==> src/hw/rtl/pisq_pkg.sv <==
package pisq_pkg;
   localparam int StepBits = 31;
   localparam int DivBits  = 32;
   localparam int Slices   = 2;
   localparam int CsrBits  = 3;
   localparam logic [StepBits-1:0] NoneStep = {StepBits{1'b1}};

   localparam logic [CsrBits-1:0] CsrFirstStart   = 3'd0;
   localparam logic [CsrBits-1:0] CsrFirstStop    = 3'd1;
   localparam logic [CsrBits-1:0] CsrFirstPeriod  = 3'd2;
   localparam logic [CsrBits-1:0] CsrSecondStart  = 3'd3;
   localparam logic [CsrBits-1:0] CsrSecondStop   = 3'd4;
   localparam logic [CsrBits-1:0] CsrSecondPeriod = 3'd5;

   // per-slice remainder lanes: d = step - start, e = |lim - start|
   typedef struct packed {
      logic                dge;
      logic                eneg;
      logic [DivBits-1:0]  dq;
      logic [DivBits-1:0]  eq;
      logic [StepBits-1:0] rd;
      logic [StepBits-1:0] re;
   } lane_type;

   typedef struct packed {
      logic                vld;
      logic [StepBits-1:0] step;
      lane_type [Slices-1:0] lane;
   } item_type;

   typedef struct packed {
      logic                member;
      logic [StepBits-1:0] nxt;
      logic [StepBits-1:0] prv;
   } slice_res_type;
endpackage

==> src/hw/rtl/pisq_cell.sv <==
module pisq_cell (
   input  logic                                 clock,
   input  logic                                 reset,
   input  logic                                 adv,
   input  logic [pisq_pkg::Slices-1:0][pisq_pkg::StepBits-1:0] period,
   input  pisq_pkg::item_type                   item_i,
   output pisq_pkg::item_type                   item_o
);
   pisq_pkg::item_type item_ff, item_in;

   function automatic logic [pisq_pkg::StepBits-1:0] rem_step(
      input logic [pisq_pkg::StepBits-1:0] r,
      input logic                          b,
      input logic [pisq_pkg::StepBits-1:0] p);
      logic [pisq_pkg::StepBits:0] t;
      t = {r, b};
      if (t >= {1'b0, p}) t = t - {1'b0, p};
      return t[pisq_pkg::StepBits-1:0];
   endfunction

   always_comb begin
      item_in = item_i;
      for (int s = 0; s < pisq_pkg::Slices; s++) begin
         item_in.lane[s].rd = rem_step(item_i.lane[s].rd, item_i.lane[s].dq[pisq_pkg::DivBits-1],
                                       period[s]);
         item_in.lane[s].re = rem_step(item_i.lane[s].re, item_i.lane[s].eq[pisq_pkg::DivBits-1],
                                       period[s]);
         item_in.lane[s].dq = {item_i.lane[s].dq[pisq_pkg::DivBits-2:0], 1'b0};
         item_in.lane[s].eq = {item_i.lane[s].eq[pisq_pkg::DivBits-2:0], 1'b0};
      end
   end

   always_ff @(posedge clock) begin
      if (reset) begin
         item_ff.vld <= 1'b0;
      end else if (adv) begin
         item_ff.vld <= item_in.vld;
      end
      if (adv) begin
         item_ff.step <= item_in.step;
         item_ff.lane <= item_in.lane;
      end
   end

   assign item_o = item_ff;
endmodule

==> config.mk <==
export PLATFORM = sky130hd
export DESIGN_NAME = pisq_cell
export DESIGN_NICKNAME = d
export VERILOG_FILES = /design/src/hw/rtl/pisq_pkg.sv /design/src/hw/rtl/pisq_cell.sv
export SDC_FILE = /design/constraint.sdc
export NUM_CORES = 1
export LEC_CHECK = 0
export BUFFER_PORTS_ARGS = -buffer_cell sky130_fd_sc_hd__buf_2
export CORE_AREA = 5 5 244 246
export CTS_CLUSTER_SIZE = 12
export DETAILED_ROUTE_END_ITERATION = 10
export DIE_AREA = 0 0 249 251
export HOLD_SLACK_MARGIN = 0.08
export SLEW_MARGIN = 25
export SYNTH_ARGS = -nofsm -noshare
export SYNTH_HDL_FRONTEND = slang
export SYNTH_SLANG_ARGS = --single-unit
==> constraint.sdc <==
create_clock -name clock -period 7.9 [get_ports clock]
set_input_delay 0.79 -clock clock [delete_from_list [all_inputs] [get_ports clock]]
set_output_delay 0.79 -clock clock [all_outputs]
set_load 0.005 [all_outputs]
* Yosys cells after proc, flatten, opt, wreduce, memory -nomap -nowiden
Cells that the tools add are included.
Word-level totals: bits in registers 284, output and inout bits 288, word-level logic and storage cells 26
Cells by class: add/subtract/negate cells 4, magnitude comparators 4, muxes and demuxes 4
Operators with widths (number):
- >= comparator 32 x 31 -> 1 bit | 4
- two-way mux 31 bit | 4
- subtractor 31 bit | 4

* Longest topological paths before layout
depth after elaboration 2, mapped depth 14, mapped depth without buffers 12

* Worst setup path before layout
No wires, ideal clock.
path kind input port to flip-flop, start point in period[48] (netlist bit), end point reg item_ff, in the netlist item_o[146], data pin, setup time 260 ps, arrival time 3192 ps, required time 7640 ps, setup slack 4448 ps, stages 13, path buffers 3, path through inv_1 > ha_1 > buf_6 > a21o_1 > a21o_1 > a21o_1 > a211o_1 > a21oi_2 > a21oi_1 > or4_1 > buf_6 > buf_6 > mux2_4
RTL lines:
- start, declared | line pisq_cell.sv:5 | input logic [pisq_pkg::Slices-1:0][pisq_pkg::StepBits-1:0] period,
- end, declared | line pisq_cell.sv:9 | pisq_pkg::item_type item_ff, item_in;

==> metrics <==
nets@finish=2614; crit path from=period[0]; Synth warnings=0; worst path arrival time=4110 ps; Detailed Place HPWL=about 47000 um; Via density=approximately 4.9; critical path launch point type=input port; total grt overflow=0; Synth cell types=71; initial antenna violation count=11; maxcap violations=0; vias post-DR=14304; Crit path required time=8180 ps; Final Skew=0 ps; max-slew violations=0; Tot Pwr=0.00460 W; Async SR Flop Fraction=0; Clk pwr share=0.347; Layout area overhead=31.1%; switching power=0.00131 W; commonest non-fill, non-tap cell in the layout=buf_2; die width=~250 um; Final min period=3830 ps; Sw Ratio=0.285; Root Buffer Master=clkbuf_16; H-tree depth=2; Seq/Total Area, Yosys=0.516; Worst slew margin=0.302; Die Y=about 250 um; Global Route Usage Sum=0.174; Setup violations, final=0; Largest register FFs=284; Leak=~9.7 nW; worst vdd ir=0.000163 V; DRT Pass-1 Iters=5; Post-synth EDFFs=283; postcts setup bufs=0; CTS tree=yes; hold path start=item_i[98]; first-pass GRT wire length=roughly 86000 um; reg-to-reg startpoint=item_o[287]; Worst-Margin Slew=about 1000 ps; pwr dens=213 nW/um^2; DRC=0; Setup crit end kind=flop; Mapped Area=16500 um^2; Synth Instances=1497; commonest cells after routing, fill and taps aside=635 x buf_2, 283 x edfxtp_1, 177 x a21oi_1, 127 x nor2_1, 124 x ha_1; clk slew on worst S/H paths=60 ps; iteration-0 DRC count of the detailed router=744; drt wl/cell=~20 um; Worst Hold Class=in -> reg; Post-Syn Area per Cell=11.0 um^2; Core ar.=57100 um^2; Gate power share=0.234; TNS Setup=0 ps; Sequential Power Share=0.420; status=finished clean; CTS Sinks=284; vias in the first global route=between 10000 and 15000; Worst-Skew Late Latency=between 500 and 600 ps; hold_buf cts=0; P_int=0.00329 W; Clock Path Buffers=3; RSZ-0062 raised after global routing=false; largest net degree at the start of global routing=174; Routed WL=58300 um; Initial Util=0.289; DIE AREA=62500 um^2; Fin. Hold Viols=0; I/O pin count=around 640; I/O Buffers=636; Max Fclk=0.261 GHz; layout cell share with drive strength beyond 1=0.345; Final ANT Viol Nets=0; register bit total from synthesis=284; Num CTS Buffers=35; Cell Rows=88; critical path type=in -> reg; Period Utilization, post-route=0.485; top_reg_cell synth=edfxtp_1; Final Wtd Congestion=between 0.9 and 1; CTS resizes=0; Worst Path Max Fanout=36
-- Yosys cell counts (11+ instances only) --
| library cell | number | area (um^2) |
|---|---|---|
| mux2_2 | 25 | 282 |
| nand4_1 | 21 | 131 |
| a31oi_1 | 11 | 68.8 |
| edfxtp_1 | 283 | 8500 |
| inv_1 | 101 | 379 |
| nor3_1 | 22 | 110 |
| nand3_1 | 22 | 110 |
| nor2b_1 | 15 | 93.8 |
| nand2_1 | 77 | 289 |
| o21a_1 | 24 | 180 |
| a21oi_1 | 177 | 886 |
| a21o_1 | 57 | 428 |
| nor2_1 | 127 | 477 |
| nand2b_1 | 11 | 68.8 |
| xor2_1 | 33 | 289 |
| ha_1 | 124 | 1550 |
| and3_1 | 17 | 106 |
| o21ai_0 | 79 | 395 |
| clkbuf_1 | 26 | 97.6 |
| o31ai_1 | 17 | 128 |
| or3_1 | 12 | 75.1 |
| xnor2_1 | 61 | 534 |
| a211oi_1 | 12 | 90.1 |
-- area by class of cell --
type / count / area, um^2
Antenna cell: 4 / 10.0
Clock buffer: 44 / 941
Clock inverter: 17 / 173
Fill cell: 5647 / 35500
Inverter: 101 / 379
Multi-Input combinational cell: 1070 / 7420
Sequential cell: 284 / 8520
Tap cell: 765 / 957
Timing Repair Buffer: 641 / 3240
-- per-stage QoR --
step                      setup WS [ps]  instance area (um^2)   util  hold slack, ps  std cells
after floorplan                    4450                 16500      -             485       1500
after global placement             3440                 20500  0.359             478       2861
after detailed placement           3430                 20500  0.359             539       2861
after CTS                          4000                 21600  0.379             384       2922
after global routing               3780                 21600  0.379             396       2926
final                              4070                 21600  0.379             430       2926
-- logic make-up (layout without fill, tap and decap cells) --
kind of cell / after synthesis / in the layout / share of synthesized area
DFF: 284 / 284 / 0.516
muxes: 33 / 33 / 0.0231
adders and majority gates: 128 / 128 / 0.0988
AOI/OAI and AO/OA: 455 / 455 / 0.173
other: 1 / 8 / 0.000227
xor gates and xnor gates: 94 / 94 / 0.0498
and+or+nand+nor: 356 / 356 / 0.102
buffers and inverters: 146 / 803 / 0.0370
-- critical path: stages --
cell,delay (ps)
buf_2,110
ha_1,220
fa_1,400
nor2b_1,170
o21ai_0,160
a211o_1,290
and3_1,220
a21oi_1,190
o22a_1,200
a211o_1,490
buf_4,440
mux2_2,390
-- power groups by stage --
stage	combinational (W)	sequential (W)	clock [W]
6_report	0.00108	0.00193	0.00160
5_1_grt	0.00118	0.00195	0.00171
4_1_cts	0.00108	0.00193	0.00165
3_5_place_dp	0.00107	0.00196	0
3_3_place_gp	0.00106	0.00196	0
2_1_floorplan	0.000572	0.00197	0
-- path summary, 6_finish.rpt --
path,endpoint,slack [ps],depth (start not counted)
max,item_o[5],4070,12
min,item_o[99],430,1
max reg2reg,item_o[287],7290,2
min reg2reg,item_o[287],540,2
-- routing by layer --
| metal | part of all wire | GRT usage |
|---|---|---|
| met1 | 0.40 | 0.208 |
| met2 | 0.51 | 0.316 |
| met3 | 0.067 | 0.0384 |
| met4 | 0.025 | 0.0482 |
| met5 | 0.00084 | 0 |
(Power assumes the default switching activity.)
