[src/hw/rtl/pisq_pkg.sv]
package pisq_pkg;
   localparam int StepBits = 31;
   localparam int DivBits  = 32;
   localparam int Slices   = 2;
   localparam int CsrBits  = 3;
   localparam logic [StepBits-1:0] NoneStep = {StepBits{1'b1}};

   localparam logic [CsrBits-1:0] CsrFirstStart   = 3'd0;
   localparam logic [CsrBits-1:0] CsrFirstStop    = 3'd1;
   localparam logic [CsrBits-1:0] CsrFirstPeriod  = 3'd2;
   localparam logic [CsrBits-1:0] CsrSecondStart  = 3'd3;
   localparam logic [CsrBits-1:0] CsrSecondStop   = 3'd4;
   localparam logic [CsrBits-1:0] CsrSecondPeriod = 3'd5;

   // per-slice remainder lanes: d = step - start, e = |lim - start|
   typedef struct packed {
      logic                dge;
      logic                eneg;
      logic [DivBits-1:0]  dq;
      logic [DivBits-1:0]  eq;
      logic [StepBits-1:0] rd;
      logic [StepBits-1:0] re;
   } lane_type;

   typedef struct packed {
      logic                vld;
      logic [StepBits-1:0] step;
      lane_type [Slices-1:0] lane;
   } item_type;

   typedef struct packed {
      logic                member;
      logic [StepBits-1:0] nxt;
      logic [StepBits-1:0] prv;
   } slice_res_type;
endpackage

[src/hw/rtl/pisq_post.sv]
module pisq_post (
   input  logic [pisq_pkg::StepBits-1:0] step,
   input  logic [pisq_pkg::StepBits-1:0] start,
   input  logic [pisq_pkg::StepBits-1:0] stop,
   input  logic [pisq_pkg::StepBits-1:0] period,
   input  pisq_pkg::lane_type            lane,
   output pisq_pkg::slice_res_type       res
);
   logic               en;
   logic signed [33:0] n34, st34, sp34, p34, nx, m, pv;

   always_comb begin
      en   = period != '0;
      n34  = $signed({3'b0, step});
      st34 = $signed({3'b0, start});
      sp34 = $signed({3'b0, stop});
      p34  = $signed({3'b0, period});
      nx   = n34 - $signed({3'b0, lane.rd}) + p34;
      if (!lane.dge) nx = st34;
      if (nx > sp34 || !en) nx = $signed({3'b0, pisq_pkg::NoneStep});
      // truncating quotient times period is magnitude minus remainder
      m  = $signed({2'b0, lane.eq}) - $signed({3'b0, lane.re});
      pv = lane.eneg ? st34 - m : st34 + m;
      if (!en || !lane.dge || pv < 0) pv = '0;
      res.member = en && lane.dge && (step <= stop) && (lane.rd == '0);
      res.nxt    = nx[pisq_pkg::StepBits-1:0];
      res.prv    = pv[pisq_pkg::StepBits-1:0];
   end
endmodule

[config.mk]
export PLATFORM = sky130hd
export DESIGN_NAME = pisq_post
export DESIGN_NICKNAME = d
export VERILOG_FILES = /design/src/hw/rtl/pisq_pkg.sv /design/src/hw/rtl/pisq_post.sv
export SDC_FILE = /design/constraint.sdc
export NUM_CORES = 1
export LEC_CHECK = 0
export ABC_CLOCK_PERIOD_IN_PS = 5700
export BUFFER_PORTS_ARGS = -buffer_cell sky130_fd_sc_hd__buf_2
export CAP_MARGIN = 5
export CORE_ASPECT_RATIO = 2
export CORE_MARGIN = 2
export CORE_UTILIZATION = 36
export DETAILED_ROUTE_END_ITERATION = 10
export GPL_TIMING_DRIVEN = 0
export PLACE_DENSITY = 0.72
export SLEW_MARGIN = 0
export SYNTH_ARGS = -nofsm -noshare
export SYNTH_HDL_FRONTEND = slang
export SYNTH_SLANG_ARGS = --single-unit
[constraint.sdc]
create_clock -name vclk -period 5.7
set_clock_uncertainty 0.15 [all_clocks]
set_input_delay 0 -clock vclk [all_inputs]
set_output_delay 0 -clock vclk [all_outputs]
set_load 0.05 [all_outputs]
# Yosys cells after proc, flatten, opt, wreduce, memory -nomap -nowiden
# Index checks and enable logic that the tools add are counted.
# W data, S select, Z words.
# op_classes
n_reduce_logical	10
n_addsub	5
magnitude_cmp	3
n_mux	4
# ops
operator	count
$mux W34	2
$mux W31	2
$add A32 B33 Y34	1
$gt A34 B32 Y1	1
$lt A34 B1 Y1 const B	1
$sub A32 B33 Y34	1
$add A32 B32 Y33	1
$sub A32 B31 Y33	1
$sub A31 B31 Y32	1
$le A31 B31 Y1	1
$logic_not A31 Y1	1
$reduce_bool A31 Y1	1
$logic_and A1 B1 Y1	3
$logic_or A1 B1 Y1	3
$logic_not A1 Y1	2
# word_totals
out_inout_bits	63
ff_bits	0
inputBits	252

# Logic depth before layout (Yosys ltp)
# Gate-level depths: netlist (run 1).
# depth
word_depth	6
depth_mapped	38
ltp_nobuf	36

# Worst setup path after synthesis (run 1)
# Ideal clock, no wire load.
# synth_path
kind	input -> output
startpoint	in step[0] in the netlist's numbering
endpoint	out res[35] in the netlist's numbering
path_slack_ps	-744
arrival_ps	6294
cell_stages	37
cell_sequence	inv_1 ha_1 fa_1 nor2b_1 o21ai_0 a21boi_0 o31ai_1 o211ai_1 a21oi_1 o21bai_1 a21oi_1 xnor2_1 ha_1 a21oi_1 o21ai_0 a21o_1 a211o_1 a31oi_1 nor2b_1 a311o_1 a21oi_1 xnor2_1 mux2_2 ha_1 a21oi_1 nor2b_1 o21ai_0 nand2b_1 a21oi_1 o21ai_0 o31a_1 a21oi_1 a21o_1 a311o_1 clkbuf_1 buf_1 nand2_1
# synth_lines
element	line_no	text
start: declaration	pisq_post.sv:2	input logic [pisq_pkg::StepBits-1:0] step,
end: declaration	pisq_post.sv:7	output pisq_pkg::slice_res_type res

==> summary.txt, run 1 <==
initial antenna violation count = 3
drt pass-1 iters = 6
Slew headroom = 20.5%
largest family of logic cells by synthesized area = compound AO/OA/AOI/OAI gates
Die H = 244 um
# DRC = 0
RSZ-0062 raised after global routing = true
outcome = complete, but fails checks
actual slew at the worst max-slew pin = 1190 ps
cell area after synthesis = 10400 um^2
RD Place Congestion = 0.983
pin count of the biggest net entering global routing = 11
CP Capture Type = primary output
Final #Nets = 2345
final setup fails = 31
ANT nets after route = 0
failing checks = setup timing
post-synth top area cell = ha_1
arrival time worst endpoint = 6390 ps
final worst setup slack = -836 ps
total die area = 30200 um^2
post-synthesis mux area share = 3.11%
CP Data Required Time = 5550 ps
fin area = 14800 um^2
Die Wd = 124 um
clock buf count = 0
Pleak = 7.10 nW
Tcrit/Tclk final = 115%
crit-path most repeated cell = a21o_1
Ys Warns = 0
placed cell area = 12500 um^2
count leader, synth = ha_1
via count = 13000
Post-Synth Adder-Cell Area = 23.6%
end-of-flow core utilization = 52.2%
syn nets = 1986
final wirelength = 43300 um
crit path max fanout = 6
Post-Syn Instances = 1541
PwrDens = 282 nW/um^2
syn avg cell area = 6.73 um^2
slowest CP cell = or3b_4
IO Port Bufs = 282
Synth area leaders = ha_1 23%, a21oi_1 6.6%, xnor2_1 6.3%
peak supply drop = 0.167 mV
# IOs = 315
top cells by count, synth = 189 x ha_1, 150 x nor2_1, 147 x nand2_1
FF+latch area = 0 um^2
Compound-Gate Fraction of Synth Area = 31.5%
vias in the first global route = 12600
worst stage delay on the critical path = 390 ps
Seq cells = 0
post-synth cell types = 84
Fmax = 153 MHz
Synth top area share = 22.8%
xor and xnor area share after synthesis = 9.45%
DRT iter0 DRCs = 662
Core Area = 28300 um^2
DP HPWL = 36500 um
Max Cap Viol = 0
row cnt = 87
Seq/Total Area, Yosys = 0%
share of cells above drive strength 1 = 32.6%
Slew Viols, Final = 0
Post-Synth Simple-Gate Area = 25.8%
Hold/Removal Path Class = in -> out
Hold Fails Final Rpt = 0
CTS Hold Buffers Added = 0
wire per inst = 19.2 um
Crit Path Category = in -> out
Starting Density = 36.6%
launching element type of the critical path = input port
post-layout minimum cycle time = 6540 ps
first-pass GRT wire length = 63000 um
Remaining Overflow, GRT = 0
vias per std cell = 5.74
post-place setup slack = -1960 ps
# fillers = 2741
Area Growth Syn to Fin = 42.7%
Total GRT Usage = 26.4%
==> layout make-up <==
class | count | area, um^2 | share of cell area [%]
diodes | 3 | 7.51 | 0.0508
repair buffers | 360 | 2630 | 17.8
multi-input cells | 1369 | 10900 | 74.0
inverters | 134 | 520 | 3.52
well taps | 356 | 445 | 3.01
plain buffers | 35 | 244 | 1.65
==> layer usage <==
layer / vias to the layer above / wire (um) / global-route usage, %
met5: - / 0 / 0
met3: 177 / 1320 / 1.14
met2: 453 / 23400 / 51.5
li1: 6344 / - / -
met4: 0 / 4230 / 20.4
met1: 5992 / 14400 / 24.5
==> report_power, final <==
| group | total, mW | internal (mW) | switching [mW] |
|---|---|---|---|
| clock network | 0.0000000706 | 0.0000000706 | 0 |
| logic | 4.18 | 1.74 | 2.44 |
| registers | 0 | 0 | 0 |
==> critical path: cells and delay by family <==
family / cells / cell delay [ps]
adders and majority gates: 3 / 620
AOI/OAI and AO/OA: 23 / 3800
buffers and inverters: 4 / 470
muxes: 1 / 300
and+or+nand+nor: 6 / 940
xor gates and xnor gates: 2 / 290
==> through the flow <==
step,power (mW),setup TNS (ps),std cells,hold WS [ps]
after CTS,3.75,-23880,2217,303
after global placement,3.17,-87490,2179,370
after detailed placement,3.21,-90380,2179,381
final,4.18,-23940,2257,303
after global routing,4.46,-36350,2257,352
after floorplan,2.45,-3000,1541,173
==> final timing paths <==
path     start      end  slack [ps]  depth (start not counted)
max   lane[32]  res[57]        -840                         39
min   start[0]  res[31]         300                          4
==> cell usage in the layout, fill, tap and decap left out, types with 35 or more instances in the layout <==
| cell | synthesis | routed |
|---|---|---|
| a21o_1 | 77 | 77 |
| a21oi_1 | 136 | 116 |
| buf_2 | 5 | 218 |
| buf_4 | 0 | 71 |
| buf_6 | 3 | 51 |
| ha_1 | 189 | 169 |
| inv_1 | 133 | 127 |
| nand2_1 | 147 | 120 |
| nor2_1 | 150 | 126 |
| o21ai_0 | 61 | 51 |
| xnor2_1 | 74 | 71 |
| xor2_1 | 36 | 35 |
==> logic make-up after synthesis <==
family / Yosys count
muxes: 29
and+or+nand+nor: 545
adders and majority gates: 193
xor gates and xnor gates: 111
buffers and inverters: 172
AOI/OAI and AO/OA: 491
==> timing repair <==
action,4_1_cts,5_1_grt
cloned,1,4
buffers inserted,39,37
pin swaps,50,107
endpoints found under the setup margin,62,62
gates resized for setup,247,171
Note: power is estimated with default switching activity, not from simulation.
==> run 2, diff against run 1 <==
--- a/config.mk
+++ b/config.mk
@@ -13,7 +13,6 @@
 export CORE_UTILIZATION = 36
 export DETAILED_ROUTE_END_ITERATION = 10
 export GPL_TIMING_DRIVEN = 0
-export PLACE_DENSITY = 0.72
 export SLEW_MARGIN = 0
 export SYNTH_ARGS = -nofsm -noshare
 export SYNTH_HDL_FRONTEND = slang
==> run 2 against run 1 <==
The flow still finishes with violations (setup timing). Clock-buffer cell count did not move. Design area fell by 2.2%. Total power fell by 5.3%. Worst hold slack improved by 19 ps. Global-route usage fell by 0.59 points. Die area did not move. Wire length fell by 1.4%. Largest power group unchanged. Highest routed layer unchanged.
==> summary.txt, run 2 (synthesized netlist as in run 1, its figures left out) <==
initial antenna violation count = 3 (unchanged)
post-place setup slack = -1940 ps (+23.8 ps)
clock buf count = 0 (unchanged)
placed cell area = 12500 um^2 (unchanged)
final worst setup slack = -822 ps (+14.2 ps)
fin area = 14500 um^2 (-2.2%)
failing checks = setup timing
Die Wd = 124 um (unchanged)
total die area = 30200 um^2 (unchanged)
final setup fails = 31 (unchanged)
row cnt = 87 (unchanged)
DP HPWL = 36400 um (-0.23%)
peak supply drop = 0.169 mV (+1.4%)
Total GRT Usage = 25.8% (-0.59 points)
ANT nets after route = 0 (unchanged)
outcome = complete, but fails checks
RSZ-0062 raised after global routing = true
FF+latch area = 0 um^2 (unchanged)
DRT iter0 DRCs = 529 (-20%)
IO Port Bufs = 282 (unchanged)
Max Cap Viol = 0 (unchanged)
CP Capture Type = primary output
final wirelength = 42700 um (-1.4%)
RD Place Congestion = 0.959 (-2.5%)
wire per inst = 19.0 um (-1.1%)
Area Growth Syn to Fin = 39.5%
Seq cells = 0 (unchanged)
drt pass-1 iters = 5 (-1)
Power Total = 3.95 mW (-5.3%)
# IOs = 315 (unchanged)
worst hold margin = 322 ps (+18.6 ps)
Final #Nets = 2337 (-0.34%)
Tcrit/Tclk final = 114% (-0.25 points)
Slew Viols, Final = 0 (unchanged)
Fmax = 153 MHz (+0.22%)
actual slew at the worst max-slew pin = 1130 ps (-53.1 ps)
Core Area = 28300 um^2 (unchanged)
CTS Hold Buffers Added = 0 (unchanged)
worst stage delay on the critical path = 390 ps (about the same)
Die H = 244 um (unchanged)
vias per std cell = 5.63 (-2.0%)
PwrDens = 274 nW/um^2 (-3.1%)
Pleak = 6.99 nW (-1.6%)
slowest CP cell = or3b_4
# DRC = 0 (unchanged)
vias in the first global route = 12400 (-1.5%)
crit path max fanout = 7 (+1)
Remaining Overflow, GRT = 0 (unchanged)
Slew headroom = 24.0% (+3.6 points)
post-layout minimum cycle time = 6520 ps (-14.2 ps)
Hold/Removal Path Class = in -> out
arrival time worst endpoint = 6370 ps (-20 ps)
end-of-flow core utilization = 51.1% (-1.2 points)
first-pass GRT wire length = 61400 um (-2.4%)
Starting Density = 36.6% (unchanged)
Crit Path Category = in -> out
most common cell after layout, fill and taps aside = buf_2
launching element type of the critical path = input port
pin count of the biggest net entering global routing = 11 (unchanged)
via count = 12700 (-2.4%)
share of cells above drive strength 1 = 31.2% (-1.4 points)
CP Data Required Time = 5550 ps (about the same)
Hold Fails Final Rpt = 0 (unchanged)
commonest non-fill, non-tap cells in the layout = 221 x buf_2, 167 x ha_1, 142 x nor2_1
[run 2: cell count changes in the layout (fill, tap and decap cells not counted), moves of 4 or more]
| cell | previous run | this run |
|---|---|---|
| clkbuf_4 | 0 | 10 |
| xnor2_2 | 3 | 7 |
| nor2_1 | 126 | 142 |
| nor2_4 | 6 | 1 |
| buf_8 | 24 | 11 |
| buf_4 | 71 | 62 |
| nand2_4 | 20 | 11 |
| nor2_2 | 18 | 7 |
| nand2_2 | 4 | 14 |
| nand2_8 | 4 | 0 |
| ha_4 | 10 | 14 |
[run 2: critical path, delay by kind of cell]
| kind | cells | cell delay, ps |
|---|---|---|
| xor gates and xnor gates | 1 | 150 |
| adders and majority gates | 4 | 1210 |
| buffers and inverters | 3 | 450 |
| and+or+nand+nor | 12 | 2320 |
| AOI/OAI and AO/OA | 12 | 2260 |
[run 2: what timing repair did]
item / 4_1_cts / 5_1_grt
cloned: 1 / 3
endpoints found under the setup margin: 62 / 62
pin swaps: 52 / 113
gates resized for setup: 145 / 218
setup buffers: 28 / 38
[run 2: final timing paths]
kind | startpoint | end | slack [ps] | cells past startpoint
min | start[0] | res[31] | 320 | 4
max | lane[31] | res[58] | -820 | 32
[run 2: through the flow]
| stage | setup TNS, ps | std cells |
|---|---|---|
| global route | -32580 | 2249 |
| detailed placement | -88110 | 2179 |
| global placement | -87930 | 2179 |
| finish | -22560 | 2249 |
| floorplan | -3000 | 1541 |
| CTS | -23950 | 2206 |
[run 2: power breakdown]
| part | leakage (nW) | total, mW | switching [mW] | internal [mW] |
|---|---|---|---|---|
| Combinational | 6.99 | 3.95 | 2.34 | 1.62 |
| Clock | 0.0000190 | 0.0000000706 | 0 | 0.0000000706 |
| Sequential | 0 | 0 | 0 | 0 |
[run 2: area by class of cell]
class / count / area (um^2)
plain buffers: 36 / 263
repair buffers: 351 / 2420
fillers: 2870 / 13800
diodes: 3 / 7.51
well taps: 356 / 445
inverters: 134 / 518
multi-input cells: 1369 / 10800
[run 2: metal layers]
metal	vias up	GRT usage (%)	wire length (um)
li1	6326	-	-
met1	5796	23.5	14200
met2	387	52.4	23600
met3	152	0.630	1290
met4	0	17.4	3680
met5	-	0	0
==> run 3, diff against run 2 <==
--- a/config.mk
+++ b/config.mk
@@ -5,14 +5,14 @@
 export SDC_FILE = /design/constraint.sdc
 export NUM_CORES = 1
 export LEC_CHECK = 0
-export ABC_CLOCK_PERIOD_IN_PS = 5700
+export ABC_CLOCK_PERIOD_IN_PS = 6360
 export BUFFER_PORTS_ARGS = -buffer_cell sky130_fd_sc_hd__buf_2
 export CAP_MARGIN = 5
 export CORE_ASPECT_RATIO = 2
 export CORE_MARGIN = 2
 export CORE_UTILIZATION = 36
 export DETAILED_ROUTE_END_ITERATION = 10
-export GPL_TIMING_DRIVEN = 0
+export GPL_TIMING_DRIVEN = 1
 export SLEW_MARGIN = 0
 export SYNTH_ARGS = -nofsm -noshare
 export SYNTH_HDL_FRONTEND = slang
==> constraint.sdc (replaced) <==
create_clock -name vclk -period 6.36
set_clock_uncertainty 0.15 [all_clocks]
set_input_delay 0 -clock vclk [all_inputs]
set_output_delay 0 -clock vclk [all_outputs]
set_load 0.05 [all_outputs]
==> run 3 against run 2 <==
The run still ends with setup timing left. Worst hold slack got worse by 10 ps. Global-route usage is 0.46 points lower. First-iteration DRC count increased by 6.8%. Non-clock buffer count is 112 higher. Design area up 2.5%. Clock-buffer cell count unchanged. Die area is the same. Critical path depth grew 6. Wire length is 2.0% lower. Via count increased by 4.1%. Combinational power down 7.6%. Total power decreased by 7.7%. Critical endpoint unchanged.
==> summary.txt, run 3 (synthesized netlist as in run 1, its figures left out) <==
outcome = complete, but fails checks
failing checks = setup timing
worst hold path depth = 4 (unchanged)
Die Wd = 124 um (unchanged)
most common cell after layout, fill and taps aside = buf_2
clock buf count = 0 (unchanged)
post-layout minimum cycle time = 6560 ps
total die area = 30200 um^2 (unchanged)
Hold Path End = res[31]
Seq cells = 0 (unchanged)
Hold/Removal Path Class = in -> out
IO Port Bufs = 283 (+0.35%)
arrival time worst endpoint = 6410 ps (+40 ps)
Pleak = 7.50 nW (+7.3%)
RSZ-0062 raised after global routing = true
FF+latch area = 0 um^2 (unchanged)
CP Data Required Time = 6210 ps (+660 ps)
Slew headroom = 20.9% (-3.1 points)
Int Power = 1.58 mW (-2.2%)
RD Place Congestion = 0.960 (+0.10%)
launching element type of the critical path = input port
final setup fails = 27 (-13%)
share of cells above drive strength 1 = 33.8% (+2.6 points)
initial antenna violation count = 6 (+3)
peak supply drop = 0.156 mV (-7.7%)
# DRC = 0 (unchanged)
actual slew at the worst max-slew pin = 1190 ps (+53.9 ps)
Starting Density = 36.6% (unchanged)
final wirelength = 41900 um (-2.0%)
Final #Nets = 2449 (+4.8%)
vias per std cell = 5.57 (-1.0%)
ANT nets after route = 0 (unchanged)
hold_sp = start[0]
share of power burned in the clock network = 0% (unchanged)
row cnt = 87 (unchanged)
Fmax = 152 MHz
switching share of power = 56.7% (-2.5 points)
P_sw = 2.07 mW (-12%)
Setup TNS Final = -2270 ps (+20290 ps)
Reg power frac = 0% (unchanged)
DP HPWL = 35100 um (-3.4%)
Slew Viols, Final = 0 (unchanged)
crit path max fanout = 4 (-3)
Max Cap Viol = 0 (unchanged)
PwrDens = 246 nW/um^2 (-10%)
DRT iter0 DRCs = 565 (+6.8%)
Die H = 244 um (unchanged)
Hold Fails Final Rpt = 0 (unchanged)
Core Area = 28300 um^2 (unchanged)
slowest CP cell = or3b_4
drt pass-1 iters = 5 (unchanged)
via count = 13200 (+4.1%)
pin count of the biggest net entering global routing = 37 (+26)
Comb pwr share = 100.0% (about the same)
Area Growth Syn to Fin = 42.9%
vias in the first global route = 13000 (+4.5%)
Remaining Overflow, GRT = 0 (unchanged)
# IOs = 315 (unchanged)
wire per inst = 17.7 um (-6.7%)
first-pass GRT wire length = 61700 um (+0.42%)
final worst setup slack = -204 ps (+617 ps)
worst stage delay on the critical path = 370 ps (-20 ps)
Total GRT Usage = 25.3% (-0.46 points)
CP Capture Type = primary output
Tcrit/Tclk final = 103%
Crit Path Category = in -> out
commonest non-fill, non-tap cells in the layout = 248 x buf_2, 198 x buf_4, 181 x ha_1
end-of-flow core utilization = 52.3% (+1.3 points)
-- run 3: changes by cell type in the layout (fill, tap and decap cells not counted), sizes merged --
cell,change
buf,+140
clkbuf,-28
diode,+3
-- run 3: what timing repair did --
item / in CTS / in global routing
resized for setup: 112 / 154
hold buffers: 0 / 0
pin swaps: 60 / 71
buffers inserted: 22 / 14
endpoints found under the setup margin: 31 / 62
cloned: 1 / 5
-- run 3: how the worst max path moves through the flow --
stage / start / end / depth (start not counted)
2_1_floorplan: step[0] / res[35] / 37
3_3_place_gp: step[1] / res[52] / 35
4_1_cts: lane[31] / res[48] / 36
5_1_grt: lane[31] / res[52] / 36
6_report: step[1] / res[58] / 38
3_5_place_dp: lane[31] / res[52] / 38
-- run 3: cell type report --
cell class	instances	area, um^2
Tap cell	356	445
Multi-Input combinational cell	1369	10300
Antenna cell	6	15.0
Timing Repair Buffer	499	3510
Inverter	134	505
Fill cell	2825	13500
-- run 3: through the flow --
stage          worst slack (ps)  cell area [um^2]  instances  total power [mW]  hold slack, ps
2_1_floorplan             -84.0             10400       1541              2.10             226
3_3_place_gp               -824             13500       2321              3.01             364
3_5_place_dp               -888             13500       2321              3.03             369
4_1_cts                    -113             14000       2341              3.24             312
5_1_grt                    -502             14800       2364              3.93             352
6_report                   -204             14800       2364              3.65             312
-- run 3: critical path: cells and delay by family --
kind / cells / cell delay [ps]
compound gates: 19 / 3380
buf+inv: 7 / 940
simple gates: 6 / 800
fa+ha+maj: 3 / 760
mux: 1 / 290
xor+xnor: 2 / 230
-- run 3: metal layers --
metal | vias to the layer above | routed length [um] | share of wire (%) | track usage [%]
li1 | 6553 | - | - | -
met1 | 6126 | 14700 | 35 | 24.9
met2 | 367 | 22900 | 55 | 50.7
met3 | 129 | 1300 | 3.1 | 0.840
met4 | 0 | 2920 | 7.0 | 14.0
met5 | - | 0 | 0 | 0
-- run 3: power groups by stage --
stage               sequential (mW)   clock (mW)  combinational [mW]
floorplan                         0            0                2.10
global placement                  0            0                3.01
detailed placement                0            0                3.03
global route                      0  0.000000126                3.93
CTS                               0            0                3.24
finish                            0  0.000000126                3.65
